===== config.mk =====
export PLATFORM = sky130hd
export DESIGN_NAME = serpentine_scan_position_controller_core
export DESIGN_NICKNAME = d
export VERILOG_FILES = /design/src/rtl/core/sspc_pkg.sv /design/src/rtl/core/sspc_front.sv /design/src/rtl/core/sspc_queue.sv /design/src/rtl/core/sspc_back.sv /design/src/rtl/core/serpentine_scan_position_controller_core.sv
export SDC_FILE = /design/constraint.sdc
export NUM_CORES = 1
export LEC_CHECK = 0
export BUFFER_PORTS_ARGS = -buffer_cell sky130_fd_sc_hd__clkbuf_2
export CAP_MARGIN = 20
export CORE_UTILIZATION = 40
export DETAILED_ROUTE_END_ITERATION = 10
export GPL_ROUTABILITY_DRIVEN = 0
export PLACE_DENSITY = 0.66
export SETUP_SLACK_MARGIN = 0.2
export SLEW_MARGIN = 20
export SYNTH_ARGS = -nofsm -noshare
export SYNTH_HDL_FRONTEND = slang
export SYNTH_SLANG_ARGS = --single-unit
export TNS_END_PERCENT = 1

===== constraint.sdc =====
create_clock -name aclk -period 13.2 [get_ports aclk]
set_input_delay 0.66 -clock aclk [delete_from_list [all_inputs] [get_ports aclk]]
set_output_delay 0.66 -clock aclk [all_outputs]
set_load 0.02 [all_outputs]

===== src/rtl/core/sspc_pkg.sv =====
// Shared types, constants and helper functions for the serpentine scan
// position controller. Used by every module under rtl/core.
`default_nettype none

package sspc_pkg;

    localparam int ANGLE_W    = 8;
    localparam int STEP_W     = 6;
    localparam int DIAM_W     = 9;
    localparam int DEPTH_W    = 15;
    localparam int RAW_W      = 16;
    localparam int OP_W       = 3;
    localparam int DIR_W      = 2;
    localparam int MODE_W     = 2;
    localparam int CFG_IDX_W  = 3;
    localparam int CFG_DATA_W = 8;
    localparam int DELTA_W    = 9;
    // Signed working width for angle sums: covers -255 .. 510.
    localparam int CALC_W     = 11;

    localparam int QUEUE_DEPTH      = 2;
    localparam int CALIB_PERIOD_DEF = 100;

    localparam logic [ANGLE_W-1:0] ANGLE_HOME_RESET = 8'd90;
    localparam logic [ANGLE_W-1:0] SERVO_MIN_RESET  = 8'd0;
    localparam logic [ANGLE_W-1:0] SERVO_MAX_RESET  = 8'd180;
    localparam logic [STEP_W-1:0]  SCAN_STEP_RESET  = 6'd1;
    localparam logic [DEPTH_W-1:0] DEPTH_OPEN       = 15'h7FFF;

    typedef enum logic [OP_W-1:0] {
        OP_ABS_MOVE   = 3'd0,
        OP_REL_MOVE   = 3'd1,
        OP_START_SCAN = 3'd2,
        OP_SCAN_STEP  = 3'd3,
        OP_STOP_SCAN  = 3'd4,
        OP_SAMPLE     = 3'd5
    } op_t;

    typedef enum logic [DIR_W-1:0] {
        DIR_LEFT  = 2'd0,
        DIR_RIGHT = 2'd1,
        DIR_DOWN  = 2'd2,
        DIR_UP    = 2'd3
    } dir_t;

    typedef enum logic [2:0] {
        CMD_ABS    = 3'd0,
        CMD_REL    = 3'd1,
        CMD_START  = 3'd2,
        CMD_STEP   = 3'd3,
        CMD_STOP   = 3'd4,
        CMD_SAMPLE = 3'd5,
        CMD_NOP    = 3'd6
    } cmd_t;

    typedef enum logic [MODE_W-1:0] {
        MODE_MANUAL = 2'd0,
        MODE_HSCAN  = 2'd1,
        MODE_VSCAN  = 2'd2
    } mode_t;

    typedef enum logic [CFG_IDX_W-1:0] {
        CFG_SERVO_MIN_H = 3'd0,
        CFG_SERVO_MAX_H = 3'd1,
        CFG_SERVO_MIN_V = 3'd2,
        CFG_SERVO_MAX_V = 3'd3,
        CFG_SCAN_STEP   = 3'd4
    } cfg_idx_t;

    // One classified command as it travels from the front end to the back end.
    typedef struct packed {
        cmd_t                       cmd;
        logic [ANGLE_W-1:0]         target_h;
        logic [ANGLE_W-1:0]         target_v;
        logic signed [DELTA_W-1:0]  delta_h;
        logic signed [DELTA_W-1:0]  delta_v;
        logic                       vertical;
        logic [ANGLE_W-1:0]         radius;
        logic [DEPTH_W-1:0]         depth;
        logic [RAW_W-1:0]           raw;
    } sspc_cmd_t;

    function automatic logic signed [CALC_W-1:0] widen(input logic [ANGLE_W-1:0] a);
        widen = $signed({{(CALC_W-ANGLE_W){1'b0}}, a});
    endfunction

    // Low limit checked first: an inverted pair yields lo below lo, else hi.
    function automatic logic [ANGLE_W-1:0] clamp_angle(
        input logic signed [CALC_W-1:0] x,
        input logic [ANGLE_W-1:0]       lo,
        input logic [ANGLE_W-1:0]       hi
    );
        logic signed [CALC_W-1:0] lo_s;
        logic signed [CALC_W-1:0] hi_s;
        lo_s = widen(lo);
        hi_s = widen(hi);
        if (x < lo_s) begin
            clamp_angle = lo;
        end else if (x > hi_s) begin
            clamp_angle = hi;
        end else begin
            clamp_angle = x[ANGLE_W-1:0];
        end
    endfunction

endpackage

`default_nettype wire


===== src/rtl/core/sspc_front.sv =====
// Front end: decodes one input word into a classified command.
// Depends on sspc_pkg for the command record and code types.
`default_nettype none

module sspc_front (
    input  wire logic [sspc_pkg::OP_W-1:0]    op,
    input  wire logic [sspc_pkg::ANGLE_W-1:0] target_h,
    input  wire logic [sspc_pkg::ANGLE_W-1:0] target_v,
    input  wire logic [sspc_pkg::DIR_W-1:0]   direction,
    input  wire logic [sspc_pkg::ANGLE_W-1:0] amount,
    input  wire logic                         scan_kind,
    input  wire logic [sspc_pkg::DIAM_W-1:0]  scan_diameter,
    input  wire logic [sspc_pkg::DEPTH_W-1:0] window_depth,
    input  wire logic [sspc_pkg::RAW_W-1:0]   raw_distance,
    output sspc_pkg::sspc_cmd_t               cmd
);

    logic signed [sspc_pkg::DELTA_W-1:0] amt_pos;

    assign amt_pos = $signed({1'b0, amount});

    always_comb begin
        cmd          = '0;
        cmd.target_h = target_h;
        cmd.target_v = target_v;
        cmd.vertical = scan_kind;
        cmd.radius   = scan_diameter[sspc_pkg::DIAM_W-1:1];
        cmd.depth    = window_depth;
        cmd.raw      = raw_distance;

        unique case (direction)
            sspc_pkg::DIR_LEFT:  cmd.delta_h = -amt_pos;
            sspc_pkg::DIR_RIGHT: cmd.delta_h = amt_pos;
            sspc_pkg::DIR_DOWN:  cmd.delta_v = -amt_pos;
            sspc_pkg::DIR_UP:    cmd.delta_v = amt_pos;
            default:             cmd.delta_h = '0;
        endcase

        // Unused op codes pass through as no-operations.
        case (op)
            sspc_pkg::OP_ABS_MOVE:   cmd.cmd = sspc_pkg::CMD_ABS;
            sspc_pkg::OP_REL_MOVE:   cmd.cmd = sspc_pkg::CMD_REL;
            sspc_pkg::OP_START_SCAN: cmd.cmd = sspc_pkg::CMD_START;
            sspc_pkg::OP_SCAN_STEP:  cmd.cmd = sspc_pkg::CMD_STEP;
            sspc_pkg::OP_STOP_SCAN:  cmd.cmd = sspc_pkg::CMD_STOP;
            sspc_pkg::OP_SAMPLE:     cmd.cmd = sspc_pkg::CMD_SAMPLE;
            default:                 cmd.cmd = sspc_pkg::CMD_NOP;
        endcase
    end

endmodule

`default_nettype wire


===== src/rtl/core/sspc_queue.sv =====
// Short command queue between the front end and the back end.
// Depends on sspc_pkg for the command record and the queue depth.
`default_nettype none

module sspc_queue (
    input  wire logic          aclk,
    input  wire logic          aresetn,
    input  wire logic          push,
    input  sspc_pkg::sspc_cmd_t push_data,
    output logic               full,
    input  wire logic          pop,
    output sspc_pkg::sspc_cmd_t pop_data,
    output logic               empty
);

    localparam int DEPTH = sspc_pkg::QUEUE_DEPTH;
    localparam int PTR_W = (DEPTH > 1) ? $clog2(DEPTH) : 1;
    localparam int CNT_W = $clog2(DEPTH + 1);
    localparam logic [PTR_W-1:0] PTR_LAST = PTR_W'(DEPTH - 1);

    sspc_pkg::sspc_cmd_t entry_reg [DEPTH];
    logic [PTR_W-1:0] wr_ptr_reg, wr_ptr_next;
    logic [PTR_W-1:0] rd_ptr_reg, rd_ptr_next;
    logic [CNT_W-1:0] count_reg, count_next;

    assign full     = (count_reg == CNT_W'(DEPTH));
    assign empty    = (count_reg == '0);
    assign pop_data = entry_reg[rd_ptr_reg];

    always_comb begin
        wr_ptr_next = wr_ptr_reg;
        rd_ptr_next = rd_ptr_reg;
        count_next  = count_reg;
        if (push) begin
            wr_ptr_next = (wr_ptr_reg == PTR_LAST) ? '0 : wr_ptr_reg + 1'b1;
        end
        if (pop) begin
            rd_ptr_next = (rd_ptr_reg == PTR_LAST) ? '0 : rd_ptr_reg + 1'b1;
        end
        if (push && !pop) begin
            count_next = count_reg + 1'b1;
        end else if (pop && !push) begin
            count_next = count_reg - 1'b1;
        end
    end

    always_ff @(posedge aclk) begin
        if (!aresetn) begin
            wr_ptr_reg <= '0;
            rd_ptr_reg <= '0;
            count_reg  <= '0;
        end else begin
            wr_ptr_reg <= wr_ptr_next;
            rd_ptr_reg <= rd_ptr_next;
            count_reg  <= count_next;
        end
    end

    always_ff @(posedge aclk) begin
        if (push) begin
            entry_reg[wr_ptr_reg] <= push_data;
        end
    end

endmodule

`default_nettype wire


===== src/rtl/core/sspc_back.sv =====
// Back end: holds the servo limits and scan state, executes one queued
// command per cycle when not stalled by m_ready, into the output register.
// Depends on sspc_pkg for types, constants and the clamp function.
`default_nettype none

module sspc_back #(
    parameter int CALIB_PERIOD = sspc_pkg::CALIB_PERIOD_DEF
) (
    input  wire logic                            aclk,
    input  wire logic                            aresetn,
    input  wire logic                            cfg_wr_en,
    input  wire logic [sspc_pkg::CFG_IDX_W-1:0]  cfg_index,
    input  wire logic [sspc_pkg::CFG_DATA_W-1:0] cfg_data,
    input  wire logic                            q_empty,
    input  sspc_pkg::sspc_cmd_t                  q_data,
    output logic                                 q_pop,
    output logic                                 m_valid,
    input  wire logic                            m_ready,
    output logic [sspc_pkg::ANGLE_W-1:0]         m_pos_h,
    output logic [sspc_pkg::ANGLE_W-1:0]         m_pos_v,
    output logic                                 m_moved,
    output logic [sspc_pkg::DEPTH_W-1:0]         m_distance,
    output logic                                 m_calibrate,
    output logic [sspc_pkg::MODE_W-1:0]          m_mode
);

    localparam int AW    = sspc_pkg::ANGLE_W;
    localparam int CW    = sspc_pkg::CALC_W;
    localparam int DW    = sspc_pkg::DEPTH_W;
    localparam int CNT_W = $clog2(CALIB_PERIOD + 1);

    // Configuration registers.
    logic [AW-1:0] min_h_reg, max_h_reg, min_v_reg, max_v_reg;
    logic [sspc_pkg::STEP_W-1:0] step_reg;

    // Controller state.
    logic [AW-1:0] cur_h_reg, cur_h_next, cur_v_reg, cur_v_next;
    logic [AW-1:0] home_h_reg, home_h_next, home_v_reg, home_v_next;
    logic [AW-1:0] wmin_h_reg, wmin_h_next, wmax_h_reg, wmax_h_next;
    logic [AW-1:0] wmin_v_reg, wmin_v_next, wmax_v_reg, wmax_v_next;
    logic          sweep_pos_reg, sweep_pos_next;
    sspc_pkg::mode_t mode_reg, mode_next;
    logic [DW-1:0]    depth_reg, depth_next;
    logic [CNT_W-1:0] count_reg, count_next;

    // Output register.
    logic          m_valid_reg, m_valid_next;
    logic [AW-1:0] m_pos_h_reg, m_pos_v_reg;
    logic          m_moved_reg, m_moved_next;
    logic [DW-1:0] m_distance_reg, m_distance_next;
    logic          m_calibrate_reg, m_calibrate_next;
    sspc_pkg::mode_t m_mode_reg;

    // Datapath terms.
    logic signed [CW-1:0] cur_h_w, cur_v_w, stp_w, sweep_delta;
    logic signed [CW-1:0] rel_h, rel_v, rad_w;
    logic [AW-1:0]        win_lo_h, win_hi_h, win_lo_v, win_hi_v;
    logic signed [CW-1:0] try_h, try_v;
    logic                 turn_h, turn_v;
    logic signed [CW-1:0] scan_h, scan_v;
    logic                 scan_turn, scan_go;
    logic [CNT_W-1:0]     count_inc;
    logic                 calib_hit;
    logic [DW-1:0]        sample_dist;

    assign q_pop = !q_empty && (!m_valid_reg || m_ready);

    assign cur_h_w     = sspc_pkg::widen(cur_h_reg);
    assign cur_v_w     = sspc_pkg::widen(cur_v_reg);
    assign stp_w       = $signed({{(CW-sspc_pkg::STEP_W){1'b0}}, step_reg});
    assign sweep_delta = sweep_pos_reg ? stp_w : -stp_w;

    assign rel_h = cur_h_w + CW'(q_data.delta_h);
    assign rel_v = cur_v_w + CW'(q_data.delta_v);
    assign rad_w = sspc_pkg::widen(q_data.radius);

    assign win_lo_h = sspc_pkg::clamp_angle(cur_h_w - rad_w, min_h_reg, max_h_reg);
    assign win_hi_h = sspc_pkg::clamp_angle(cur_h_w + rad_w, min_h_reg, max_h_reg);
    assign win_lo_v = sspc_pkg::clamp_angle(cur_v_w - rad_w, min_v_reg, max_v_reg);
    assign win_hi_v = sspc_pkg::clamp_angle(cur_v_w + rad_w, min_v_reg, max_v_reg);

    assign try_h  = cur_h_w + sweep_delta;
    assign try_v  = cur_v_w + sweep_delta;
    assign turn_h = (try_h > sspc_pkg::widen(wmax_h_reg))
                 || (try_h < sspc_pkg::widen(wmin_h_reg));
    assign turn_v = (try_v > sspc_pkg::widen(wmax_v_reg))
                 || (try_v < sspc_pkg::widen(wmin_v_reg));

    // At the edge of a line the sweep reverses, which lands back on the
    // current position along the line, and the scan moves one step across.
    always_comb begin
        if (mode_reg == sspc_pkg::MODE_VSCAN) begin
            scan_turn = turn_v;
            scan_v    = turn_v ? cur_v_w : try_v;
            scan_h    = turn_v ? cur_h_w + stp_w : cur_h_w;
            scan_go   = scan_h <= sspc_pkg::widen(wmax_h_reg);
        end else begin
            scan_turn = turn_h;
            scan_h    = turn_h ? cur_h_w : try_h;
            scan_v    = turn_h ? cur_v_w + stp_w : cur_v_w;
            scan_go   = scan_v <= sspc_pkg::widen(wmax_v_reg);
        end
    end

    assign count_inc   = count_reg + 1'b1;
    assign calib_hit   = count_inc >= CNT_W'(CALIB_PERIOD);
    assign sample_dist = (q_data.raw < {1'b0, depth_reg}) ? q_data.raw[DW-1:0] : depth_reg;

    always_comb begin
        cur_h_next       = cur_h_reg;
        cur_v_next       = cur_v_reg;
        home_h_next      = home_h_reg;
        home_v_next      = home_v_reg;
        wmin_h_next      = wmin_h_reg;
        wmax_h_next      = wmax_h_reg;
        wmin_v_next      = wmin_v_reg;
        wmax_v_next      = wmax_v_reg;
        sweep_pos_next   = sweep_pos_reg;
        mode_next        = mode_reg;
        depth_next       = depth_reg;
        count_next       = count_reg;
        m_moved_next     = 1'b0;
        m_distance_next  = '0;
        m_calibrate_next = 1'b0;

        unique case (q_data.cmd)
            sspc_pkg::CMD_ABS: begin
                cur_h_next = sspc_pkg::clamp_angle(sspc_pkg::widen(q_data.target_h),
                                                   min_h_reg, max_h_reg);
                cur_v_next = sspc_pkg::clamp_angle(sspc_pkg::widen(q_data.target_v),
                                                   min_v_reg, max_v_reg);
            end
            sspc_pkg::CMD_REL: begin
                cur_h_next = sspc_pkg::clamp_angle(rel_h, min_h_reg, max_h_reg);
                cur_v_next = sspc_pkg::clamp_angle(rel_v, min_v_reg, max_v_reg);
            end
            sspc_pkg::CMD_START: begin
                home_h_next    = cur_h_reg;
                home_v_next    = cur_v_reg;
                mode_next      = q_data.vertical ? sspc_pkg::MODE_VSCAN
                                                 : sspc_pkg::MODE_HSCAN;
                depth_next     = q_data.depth;
                sweep_pos_next = 1'b1;
                wmin_h_next    = win_lo_h;
                wmax_h_next    = win_hi_h;
                wmin_v_next    = win_lo_v;
                wmax_v_next    = win_hi_v;
                // The corner is clamped again; this matters only when a limit
                // pair is inverted.
                cur_h_next = sspc_pkg::clamp_angle(sspc_pkg::widen(win_lo_h),
                                                   min_h_reg, max_h_reg);
                cur_v_next = sspc_pkg::clamp_angle(sspc_pkg::widen(win_lo_v),
                                                   min_v_reg, max_v_reg);
            end
            sspc_pkg::CMD_STEP: begin
                if (mode_reg != sspc_pkg::MODE_MANUAL) begin
                    if (scan_turn) begin
                        sweep_pos_next = !sweep_pos_reg;
                    end
                    if (scan_go) begin
                        cur_h_next   = sspc_pkg::clamp_angle(scan_h, min_h_reg, max_h_reg);
                        cur_v_next   = sspc_pkg::clamp_angle(scan_v, min_v_reg, max_v_reg);
                        m_moved_next = 1'b1;
                    end
                end
            end
            sspc_pkg::CMD_STOP: begin
                depth_next = sspc_pkg::DEPTH_OPEN;
                mode_next  = sspc_pkg::MODE_MANUAL;
                cur_h_next = sspc_pkg::clamp_angle(sspc_pkg::widen(home_h_reg),
                                                   min_h_reg, max_h_reg);
                cur_v_next = sspc_pkg::clamp_angle(sspc_pkg::widen(home_v_reg),
                                                   min_v_reg, max_v_reg);
            end
            sspc_pkg::CMD_SAMPLE: begin
                count_next       = calib_hit ? '0 : count_inc;
                m_calibrate_next = calib_hit;
                m_distance_next  = sample_dist;
            end
            default: begin
            end
        endcase
    end

    always_comb begin
        m_valid_next = m_valid_reg;
        if (q_pop) begin
            m_valid_next = 1'b1;
        end else if (m_ready) begin
            m_valid_next = 1'b0;
        end
    end

    always_ff @(posedge aclk) begin
        if (!aresetn) begin
            min_h_reg <= sspc_pkg::SERVO_MIN_RESET;
            max_h_reg <= sspc_pkg::SERVO_MAX_RESET;
            min_v_reg <= sspc_pkg::SERVO_MIN_RESET;
            max_v_reg <= sspc_pkg::SERVO_MAX_RESET;
            step_reg  <= sspc_pkg::SCAN_STEP_RESET;
        end else if (cfg_wr_en) begin
            case (cfg_index)
                sspc_pkg::CFG_SERVO_MIN_H: min_h_reg <= cfg_data;
                sspc_pkg::CFG_SERVO_MAX_H: max_h_reg <= cfg_data;
                sspc_pkg::CFG_SERVO_MIN_V: min_v_reg <= cfg_data;
                sspc_pkg::CFG_SERVO_MAX_V: max_v_reg <= cfg_data;
                sspc_pkg::CFG_SCAN_STEP:   step_reg  <= cfg_data[sspc_pkg::STEP_W-1:0];
                default: begin
                end
            endcase
        end
    end

    always_ff @(posedge aclk) begin
        if (!aresetn) begin
            cur_h_reg     <= sspc_pkg::ANGLE_HOME_RESET;
            cur_v_reg     <= sspc_pkg::ANGLE_HOME_RESET;
            home_h_reg    <= sspc_pkg::ANGLE_HOME_RESET;
            home_v_reg    <= sspc_pkg::ANGLE_HOME_RESET;
            wmin_h_reg    <= '0;
            wmax_h_reg    <= '0;
            wmin_v_reg    <= '0;
            wmax_v_reg    <= '0;
            sweep_pos_reg <= 1'b1;
            mode_reg      <= sspc_pkg::MODE_MANUAL;
            depth_reg     <= sspc_pkg::DEPTH_OPEN;
            count_reg     <= '0;
            m_valid_reg   <= 1'b0;
        end else begin
            if (q_pop) begin
                cur_h_reg     <= cur_h_next;
                cur_v_reg     <= cur_v_next;
                home_h_reg    <= home_h_next;
                home_v_reg    <= home_v_next;
                wmin_h_reg    <= wmin_h_next;
                wmax_h_reg    <= wmax_h_next;
                wmin_v_reg    <= wmin_v_next;
                wmax_v_reg    <= wmax_v_next;
                sweep_pos_reg <= sweep_pos_next;
                mode_reg      <= mode_next;
                depth_reg     <= depth_next;
                count_reg     <= count_next;
            end
            m_valid_reg <= m_valid_next;
        end
    end

    always_ff @(posedge aclk) begin
        if (q_pop) begin
            m_pos_h_reg     <= cur_h_next;
            m_pos_v_reg     <= cur_v_next;
            m_moved_reg     <= m_moved_next;
            m_distance_reg  <= m_distance_next;
            m_calibrate_reg <= m_calibrate_next;
            m_mode_reg      <= mode_next;
        end
    end

    assign m_valid     = m_valid_reg;
    assign m_pos_h     = m_pos_h_reg;
    assign m_pos_v     = m_pos_v_reg;
    assign m_moved     = m_moved_reg;
    assign m_distance  = m_distance_reg;
    assign m_calibrate = m_calibrate_reg;
    assign m_mode      = m_mode_reg;

    a_moved_only_scanning: assert property (@(posedge aclk) disable iff (!aresetn)
        m_valid_reg && m_moved_reg |-> m_mode_reg != sspc_pkg::MODE_MANUAL)
        else $error("moved word reported outside a scan mode");

    a_calib_not_moved: assert property (@(posedge aclk) disable iff (!aresetn)
        m_valid_reg && m_calibrate_reg |-> !m_moved_reg)
        else $error("calibration word also flagged as a move");

    a_pop_fills_output: assert property (@(posedge aclk) disable iff (!aresetn)
        q_pop |=> m_valid_reg)
        else $error("executed command left no word in the output register");

    a_sample_count_bound: assert property (@(posedge aclk) disable iff (!aresetn)
        count_reg < CNT_W'(CALIB_PERIOD))
        else $error("sample counter passed the calibration period");

endmodule

`default_nettype wire


===== src/rtl/core/serpentine_scan_position_controller_core.sv =====
// Serpentine scan position controller: pan/tilt servo moves, raster scan
// stepping and range sample clamping. Built from sspc_front, sspc_queue and
// sspc_back; all types and constants come from sspc_pkg.
//
// Usage:
//   The s_ channel takes one command word per cycle while s_ready is high, and
//   every command returns exactly one result word on m_; both are valid/ready.
//   Servo limits and the scan step are written through cfg_wr_en, cfg_index
//   and cfg_data while no command is in flight.
//   A command is written into the queue when it is accepted, and the back
//   end executes it from there into the output register on the m_ channel.
//   Commands flow at one per cycle while the m_ channel is not stalled; the
//   back end executes each one, both clamps of a scan start included.
//   A two-word queue separates the decoder from the executing back end, so
//   s_ready stays high while the queue has room even when m_ready is low.
//   When the receiver stalls, the result word holds and the queue fills;
//   s_ready drops once two commands wait behind the held result.
//   Reset (aresetn low, synchronous) empties the queue and output register,
//   restores the servo limits to 0..180, the scan step to 1, the position
//   and home to 90/90, manual mode, an open depth limit and a zero sample
//   count.
`default_nettype none

module serpentine_scan_position_controller_core #(
    parameter int CALIB_PERIOD = sspc_pkg::CALIB_PERIOD_DEF
) (
    input  wire logic                            aclk,
    input  wire logic                            aresetn,
    input  wire logic                            cfg_wr_en,
    input  wire logic [sspc_pkg::CFG_IDX_W-1:0]  cfg_index,
    input  wire logic [sspc_pkg::CFG_DATA_W-1:0] cfg_data,
    input  wire logic                            s_valid,
    output logic                                 s_ready,
    input  wire logic [sspc_pkg::OP_W-1:0]       s_op,
    input  wire logic [sspc_pkg::ANGLE_W-1:0]    s_target_h,
    input  wire logic [sspc_pkg::ANGLE_W-1:0]    s_target_v,
    input  wire logic [sspc_pkg::DIR_W-1:0]      s_direction,
    input  wire logic [sspc_pkg::ANGLE_W-1:0]    s_amount,
    input  wire logic                            s_scan_kind,
    input  wire logic [sspc_pkg::DIAM_W-1:0]     s_scan_diameter,
    input  wire logic [sspc_pkg::DEPTH_W-1:0]    s_window_depth,
    input  wire logic [sspc_pkg::RAW_W-1:0]      s_raw_distance,
    output logic                                 m_valid,
    input  wire logic                            m_ready,
    output logic [sspc_pkg::ANGLE_W-1:0]         m_pos_h,
    output logic [sspc_pkg::ANGLE_W-1:0]         m_pos_v,
    output logic                                 m_moved,
    output logic [sspc_pkg::DEPTH_W-1:0]         m_distance,
    output logic                                 m_calibrate,
    output logic [sspc_pkg::MODE_W-1:0]          m_mode
);

    sspc_pkg::sspc_cmd_t front_cmd;
    sspc_pkg::sspc_cmd_t queue_head;
    logic                q_full;
    logic                q_empty;
    logic                q_pop;
    logic                q_push;

    assign s_ready = !q_full;
    assign q_push  = s_valid && !q_full;

    sspc_front u_front (
        .op            (s_op),
        .target_h      (s_target_h),
        .target_v      (s_target_v),
        .direction     (s_direction),
        .amount        (s_amount),
        .scan_kind     (s_scan_kind),
        .scan_diameter (s_scan_diameter),
        .window_depth  (s_window_depth),
        .raw_distance  (s_raw_distance),
        .cmd           (front_cmd)
    );

    sspc_queue u_queue (
        .aclk      (aclk),
        .aresetn   (aresetn),
        .push      (q_push),
        .push_data (front_cmd),
        .full      (q_full),
        .pop       (q_pop),
        .pop_data  (queue_head),
        .empty     (q_empty)
    );

    sspc_back #(
        .CALIB_PERIOD (CALIB_PERIOD)
    ) u_back (
        .aclk        (aclk),
        .aresetn     (aresetn),
        .cfg_wr_en   (cfg_wr_en),
        .cfg_index   (cfg_index),
        .cfg_data    (cfg_data),
        .q_empty     (q_empty),
        .q_data      (queue_head),
        .q_pop       (q_pop),
        .m_valid     (m_valid),
        .m_ready     (m_ready),
        .m_pos_h     (m_pos_h),
        .m_pos_v     (m_pos_v),
        .m_moved     (m_moved),
        .m_distance  (m_distance),
        .m_calibrate (m_calibrate),
        .m_mode      (m_mode)
    );

endmodule

`default_nettype wire

### After elaboration in Yosys (flattened, before gate mapping)

Memories as Yosys holds them, arrays and structs flattened. A register that Yosys moved wholly into a read port is not among the register bits.
Index checks and enable logic that the tools add are counted.

| word-level totals | value |
|---|---|
| memories | 1 |
| bits of input ports | 86 |
| latch bits | 0 |
| bits in read-only memories | 0 |
| register bits | 167 |
| bits in writable memories | 154 |

| operators by class | value |
|---|---|
| reduce and logical (&&, ||, !) cells | 33 |
| bitwise logic cells | 0 |
| $mul | 0 |
| shift-type cells | 0 |
| order comparisons | 36 |
| divide/modulo/power cells | 0 |
| equal/unequal tests | 21 |
| $add $sub $neg | 17 |
| multiplexer cells | 65 |

Memories:

| name | words | bits a word | read ports | clocked after memory_dff | write ports | RTL line | RTL |
|---|---|---|---|---|---|---|---|
| u_queue.entry_reg | 2 | 77 | 1 | 1 | 1 | sspc_queue.sv:21 | `sspc_pkg::sspc_cmd_t entry_reg [DEPTH];` |

Operator list:

| kind | count |
|---|---|
| $mux W8 | 32 |
| $gt A11 B9 Y1 | 10 |
| $lt A11 B9 Y1 | 10 |
| $pmux W8 S5 | 2 |
| $mux W11 | 7 |
| $gt A8 B8 Y1 | 6 |
| $lt A8 B8 Y1 | 6 |
| $pmux W9 S2 | 2 |
| $pmux W15 S2 | 1 |
| $add A9 B11 Y11 | 2 |
| $le A11 B9 Y1 | 2 |
| $add A9 B9 Y10 | 2 |
| $add A8 B6 Y9 | 2 |
| $add A8 B8 Y9 | 2 |
| $eq A3 B2 Y1 const B | 6 |
| $pmux W3 S6 | 1 |
| $reduce_and A2 Y1 | 9 |
| $sub A8 B8 Y9 | 2 |
| $lt A16 B15 Y1 | 1 |
| $eq A3 B3 Y1 const B | 5 |
| $mux W15 | 1 |
| $mux W1 | 13 |
| $neg A6 Y11 | 1 |
| $reduce_bool A2 Y1 | 5 |
| other kinds (20) | 42 |

### Logic depth before layout (Yosys ltp)

Gate-level depths: netlist of run 1.

| depth | value |
|---|---|
| word-level depth | 13 |
| gate-level depth with buffers | 35 |
| depth with buffers taken out | 29 |

### By module

A second synthesis of run 1 with hierarchy kept.

| unflattened totals | value |
|---|---|
| cells, all modules | 2790 |
| area, all modules | 25961.1 sq um |

By module, submodules not included:

| module | times used | seq. area each (sq um) | cells an instance | area an instance (sq um) |
|---|---|---|---|---|
| sspc_back | 1 | 3613.5 | 2414 | 19251.0 |
| sspc_queue | 1 | 4724.5 | 262 | 5908.2 |
| sspc_front | 1 | 0.0 | 112 | 792.0 |
| serpentine_scan_position_controller_core | 1 | 0.0 | 2 | 10.0 |

### Least setup slack after synthesis of run 1

Ideal clock, no wire load.

| timing path | value |
|---|---|
| path type | register to register |
| from | register (tool-made name) |
| to | register u_back.m_pos_h_reg[1] (netlist: u_back.m_pos_h[1]), data pin |
| path buffers | 7 |
| path slack | 4490 ps |
| required time | 12944 ps |
| arrival time | 8454 ps |
| setup time | 256 ps |
| stages on the path, launching flop included | 35 |
| clock period less this slack | 8710 ps |
| cell sequence | dfxtp_1 buf_2 buf_1 buf_1 clkbuf_1 clkbuf_1 buf_1 mux2i_1 ha_1 nor2b_1 o31a_1 o311a_1 o21a_1 nor2_1 xnor2_1 ha_1 nand4_1 or2_2 o211ai_1 nor2_1 clkbuf_1 mux2_2 o21ai_0 inv_1 ha_1 a21o_1 a21oi_1 o211a_1 a211oi_1 or4_1 o22ai_1 a21oi_1 a211oi_1 a21oi_1 o22a_1 |

RTL lines:

| element | RTL line | RTL |
|---|---|---|
| end signal, assigned | sspc_back.sv:250 | `m_pos_h_reg <= cur_h_next;` |
| end, declared | sspc_back.sv:48 | `logic [AW-1:0] m_pos_h_reg, m_pos_v_reg;` |

==> metrics.csv, run 1 <==
metric;value;unit
status;finished, final reports clean;
synth_ff_type;edfxtp_1;
met1_length;34000;um
synth_top_area_share;22.6;%
p_per_area;308;nW/um^2
n_antenna_cell;0;
hold-worst-slack;0.258;ns
cp.arrival;9.67;ns
synth_nets;3132;
postCtsSetupBuffers;0;
die_area;63800;um^2
setup_viol;0;
dpl.hpwl;62100;um
critical_path.top_delay_family;compound AO/OA/AOI/OAI gates;
critPathMaxStageDelay;0.98;ns
io_pins;123;
cp_common_cell;ha_1;
portBuffers;121;
fin_setup_tns;0;ns
insertion_delay;0.59;ns
crit_type;register to register;
synth-edff-count;189;
dr.pass1.iters;6;
syn_avg_cell_area;9.35;um^2
via_per_inst;6.20;
gr-total-overflow;0;
ys_warn_count;0;
grt_max_degree;78;
endpoint_kind;register;
root_buffer;clkbuf_16;
cts_buffers;39;
top_layer;met4;
tightest_slew;1.15;ns
vias;22655;
final_max_slew_viol_count;0;
min-delay-start;s_raw_distance[0];
hold_viol_final;0;
fp.dieH;253;um
synth_area;25100;um^2
yosysTopAreaCell;edfxtp_1;
stdcell_count;3654;
drt_wl_total;84600;um
worst_slack;3.74;ns
synth_area_leaders;edfxtp_1, ha_1, dfxtp_1, mux2_2, a21oi_1;
cts_tree;built;
area_growth;11.6;%
cts.clk_slew.worst_paths;0.06;ns
period_needed;9.46;ns
synth_seq_cells;322;
fin_crit_sh;71.7;%
maxCapViolCount;0;
worst_ir_drop_vdd;135;uV
post_cts_resized;0;
grt_antenna_before_repair;0;
cts.path.max_buffers;3;
coreArea;61800;um^2
start_util;40.6;%
crit_buf_inv;2;
wl_met3;8970;um
p_leak;11.4;nW
rsz0062_at_grt;false;
grt_pass1_vias;22110;
required;13.41;ns
rows;91;
fp.dieW;253;um
ant_nets;0;
largest_reg_flops;154;
route.met2.wl;36700;um
async_flop_share;0;%
drive_above_1_share;13.2;%
grt_pass1_wl;128000;um
netlist_instances;2686;
ys_types;90;
final_cell_mix;ha_1, nand2_1, a21oi_1;
crit_slowest_cell;a221oi_1;
ctsHoldBuffers;0;
yosysSeqAreaShare;33.2;%
drt_iter0_markers;2371;
layout_commonest_cell;ha_1;
drc_errors;0;
hp-class;primary input to register;
max_freq;106;MHz
dpl_worst_slack;4.42;ns
drt-wirelength-per-cell;23.2;um
path_max_fanout;34;
dpl.cell_count;3581;
h-tree-depth;2;
final_nets;3232;
startpoint_type;register;
track_usage;26.0;%
slew_headroom;23.5;%
fin_skew;0.0210;ns
cts_sinks;322;
report_power, final:
part	internal, mW	switching (mW)
clock	0.660	0.461
combinational	2.35	3.75
sequential	1.30	0.113
total	4.31	4.33
per-layer routing:
metal / track usage, % / up-vias
li1: - / 10336
met1: 33.6 / 10720
met2: 39.9 / 1246
met3: 5.98 / 353
met4: 14.3 / 0
met5: 0 / -
final timing paths:
path | to | slack [ns] | depth (start not counted)
max | u_back.m_pos_h[3]$_DFFE_PP_ | 3.74 | 27
min | u_queue.entry_reg[1][0]$_DFFE_PP_ | 0.26 | 1
max reg2reg | u_back.m_pos_h[3]$_DFFE_PP_ | 3.74 | 27
min reg2reg | u_back.wmin_h_reg[1]$_SDFFE_PN0P_ | 0.46 | 2
cells by family after synthesis:
| family | share of synthesized area [%] |
|---|---|
| muxes | 7.57 |
| adders and majority gates | 18.2 |
| buffers and inverters | 3.76 |
| AOI/OAI and AO/OA | 22.0 |
| and+or+nand+nor | 12.8 |
| xor gates and xnor gates | 2.44 |
| DFF | 33.2 |
synth_stat cells (all sizes together) (24+ instances only):
| library cell | count |
|---|---|
| xnor2 | 42 |
| a21o | 77 |
| nor3 | 33 |
| o22ai | 31 |
| ha | 350 |
| xor2 | 28 |
| mux2 | 103 |
| edfxtp | 189 |
| o21ai | 132 |
| dfxtp | 133 |
| nor2b | 36 |
| o21a | 50 |
| a211oi | 40 |
| nand2 | 249 |
| clkbuf | 83 |
| inv | 145 |
| a21oi | 216 |
| a31oi | 24 |
| mux2i | 74 |
| nor2 | 173 |
| nand4 | 36 |
| o211ai | 41 |
| nand3 | 57 |
layout make-up:
type	instances	area, um^2
clock buffer	54	1120
clock inverter	18	209
fill	5854	33800
inverter	146	548
multi-input combinational	2117	15900
sequential	322	8340
tap	837	1050
timing repair buffer	160	896
per-stage QoR:
step           instance area [um^2]  power (mW)  utilization (%)
5_1_grt                       28000        9.21             45.3
3_5_place_dp                  26700        7.29             43.2
4_1_cts                       28000        8.46             45.3
6_report                      28000        8.64             45.3
2_1_floorplan                 25100        5.69                -
3_3_place_gp                  26700        7.01             43.2
Note: power is estimated with default switching activity, not from simulation.
==> run 2, diff against run 1 <==
--- a/config.mk
+++ b/config.mk
@@ -5,6 +5,7 @@
 export SDC_FILE = /design/constraint.sdc
 export NUM_CORES = 1
 export LEC_CHECK = 0
+export ABC_AREA = 1
 export BUFFER_PORTS_ARGS = -buffer_cell sky130_fd_sc_hd__clkbuf_2
 export CAP_MARGIN = 20
 export CORE_UTILIZATION = 40
==> constraint.sdc (replaced) <==
create_clock -name aclk -period 8.86 [get_ports aclk]
set_input_delay 0.443 -clock aclk [delete_from_list [all_inputs] [get_ports aclk]]
set_output_delay 0.443 -clock aclk [all_outputs]
set_load 0.02 [all_outputs]
==> metrics.csv, run 2 <==
metric;value;unit;change
rsz0062_at_grt;false;;
setup_viol;0;;unchanged
required;9.14;ns;-4.27 ns
drive_above_1_share;9.10;%;-4.1 points
synth_area_leaders;edfxtp_1, ha_1, nand2_1, dfxtp_1, a21oi_1;;
synthTopCellsByCount;nand2_1, ha_1, inv_1;;
insertion_delay;0.59;ns;about the same
cts.clk_slew.worst_paths;0.07;ns;about the same
crit_slowest_cell;a211oi_1;;
tightest_slew;1.08;ns;-0.0676 ns
path_max_fanout;46;;+35%
coreArea;61800;um^2;unchanged
maxCapViolCount;0;;unchanged
grt_pass1_wl;120000;um;-6.6%
vias;22950;;+1.3%
fin_skew;0.0482;ns;+0.0272 ns
crit_type;register to register;;
final_nets;3794;;+17%
ys_warn_count;0;;unchanged
slew_headroom;28.0;%;+4.5 points
post_cts_resized;0;;unchanged
ant_nets;0;;unchanged
cp.arrival;7.61;ns;-2.06 ns
drt_iter0_markers;2399;;+1.2%
area_growth;11.1;%;
synth_top_area_share;22.6;%;about the same
hp-class;primary input to register;;
syn_avg_cell_area;7.75;um^2;-17%
fp.dieH;253;um;about the same
final_max_slew_viol_count;0;;unchanged
startpoint_type;register;;
hold_viol_final;0;;unchanged
cts.path.max_buffers;3;;unchanged
die_area;63800;um^2;about the same
track_usage;24.2;%;-1.8 points
fin_setup_tns;0;ns;unchanged
layout_commonest_cell;nand2_1;;
fin_crit_sh;82.8;%;+11 points
start_util;40.6;%;about the same
final_cell_mix;nand2_1, ha_1, inv_1;;
drt-wirelength-per-cell;18.5;um;-20%
async_flop_share;0;%;unchanged
cts_tree;built;;
post-synth-top-count-cell;nand2_1;;
synth_nets;3688;;+18%
synth_area;25100;um^2;about the same
grt_pass1_vias;20739;;-6.2%
cts_buffers;38;;-2.6%
synth-edff-count;189;;unchanged
ys_types;61;;-32%
period_needed;7.34;ns;-2.12 ns
dpl.hpwl;57500;um;-7.4%
status;finished, final reports clean;;
largest_reg_flops;154;;unchanged
endpoint_kind;register;;
yosysTopAreaCell;edfxtp_1;;
via_per_inst;5.45;;-12%
yosysSeqAreaShare;33.2;%;about the same
critPathMaxStageDelay;0.69;ns;-0.29 ns
io_pins;123;;unchanged
grt_max_degree;79;;+1.3%
nFillCells;6113;;+4.4%
ctsHoldBuffers;0;;unchanged
max_freq;136;MHz;+29%
gr-total-overflow;0;;unchanged
h-tree-depth;2;;unchanged
drc_errors;0;;unchanged
synth_seq_cells;322;;unchanged
root_buffer;clkbuf_16;;
portBuffers;121;;unchanged
drt_wl_total;77800;um;-8.1%
fp.dieW;253;um;about the same
synth_ff_type;edfxtp_1;;
rows;91;;unchanged
postCtsSetupBuffers;0;;unchanged
netlist_instances;3242;;+21%
dpl-instance-area;26700;um^2;about the same
cts_sinks;322;;unchanged
final_area;27900;um^2;-0.46%
grt_antenna_before_repair;4;;+4
dr.pass1.iters;8;;+2
[run 2: cell families (layout without fill, tap and decap cells)]
| family | after synthesis | after routing | share of synthesized area, % |
|---|---|---|---|
| AOI/OAI and AO/OA | 854 | 854 | 19.3 |
| other | 0 | 2 | 0 |
| adders and majority gates | 360 | 360 | 18.2 |
| buffers and inverters | 464 | 595 | 7.19 |
| xor gates and xnor gates | 67 | 67 | 2.34 |
| DFF | 322 | 322 | 33.2 |
| muxes | 2 | 2 | 0.0797 |
| and+or+nand+nor | 1173 | 1173 | 19.7 |
[run 2: area by class of cell]
cell class	count	area [um^2]	area share (%)
clock buffer	49	1030	3.70
clock inverter	16	184	0.659
antenna	2	5.00	0.0179
timing repair buffer	159	891	3.19
sequential	322	8340	29.9
tap	837	1050	3.75
multi-input combinational	2456	15000	53.8
inverter	371	1400	5.01
[run 2: routing by layer]
metal  part of all wire (%)  GRT usage (%)  vias to the layer above
met5                  0.019              0                        -
met4                    3.0           7.05                        2
met3                     10           5.27                      158
met2                     43           38.0                     1025
met1                     44           33.3                    10377
li1                       -              -                    11388
[run 2: worst paths after layout]
kind	startpoint	to	slack, ns	cells after the start
max	register	u_back.m_pos_v[3]$_DFFE_PP_	1.52	34
min	s_target_h[3]	u_queue.entry_reg[1][69]$_DFFE_PP_	0.04	1
max reg2reg	register	u_back.m_pos_v[3]$_DFFE_PP_	1.52	34
min reg2reg	u_queue.rd_ptr_reg$_SDFFE_PN0P_	register	0.45	1
[run 2: worst max-delay path: cells and delay by family, from the launching register on]
kind	cells	cell delay (ns)
compound gates	12	2.84
xor+xnor	1	0.14
fa+ha+maj	4	1.24
buf+inv	7	1.13
flops	1	0.34
simple gates	10	1.32
[run 2: per-stage QoR]
| step | hold WS [ns] | utilization [%] | setup slack (ns) | std cells |
|---|---|---|---|---|
| 6_report | 0.0414 | 45.1 | 1.52 | 4212 |
| 5_1_grt | 0.0198 | 45.1 | 1.05 | 4210 |
| 4_1_cts | 0.0140 | 45.1 | 1.79 | 4210 |
| 3_5_place_dp | 0.449 | 43.1 | 1.84 | 4145 |
| 3_3_place_gp | 0.434 | 43.1 | 1.88 | 4145 |
| 2_1_floorplan | 0.426 | - | 2.89 | 3242 |
Power of run 2 is left out: the tool's default activity adds up to more than one toggle a clock period on the data nets, which glitch-free logic cannot reach.
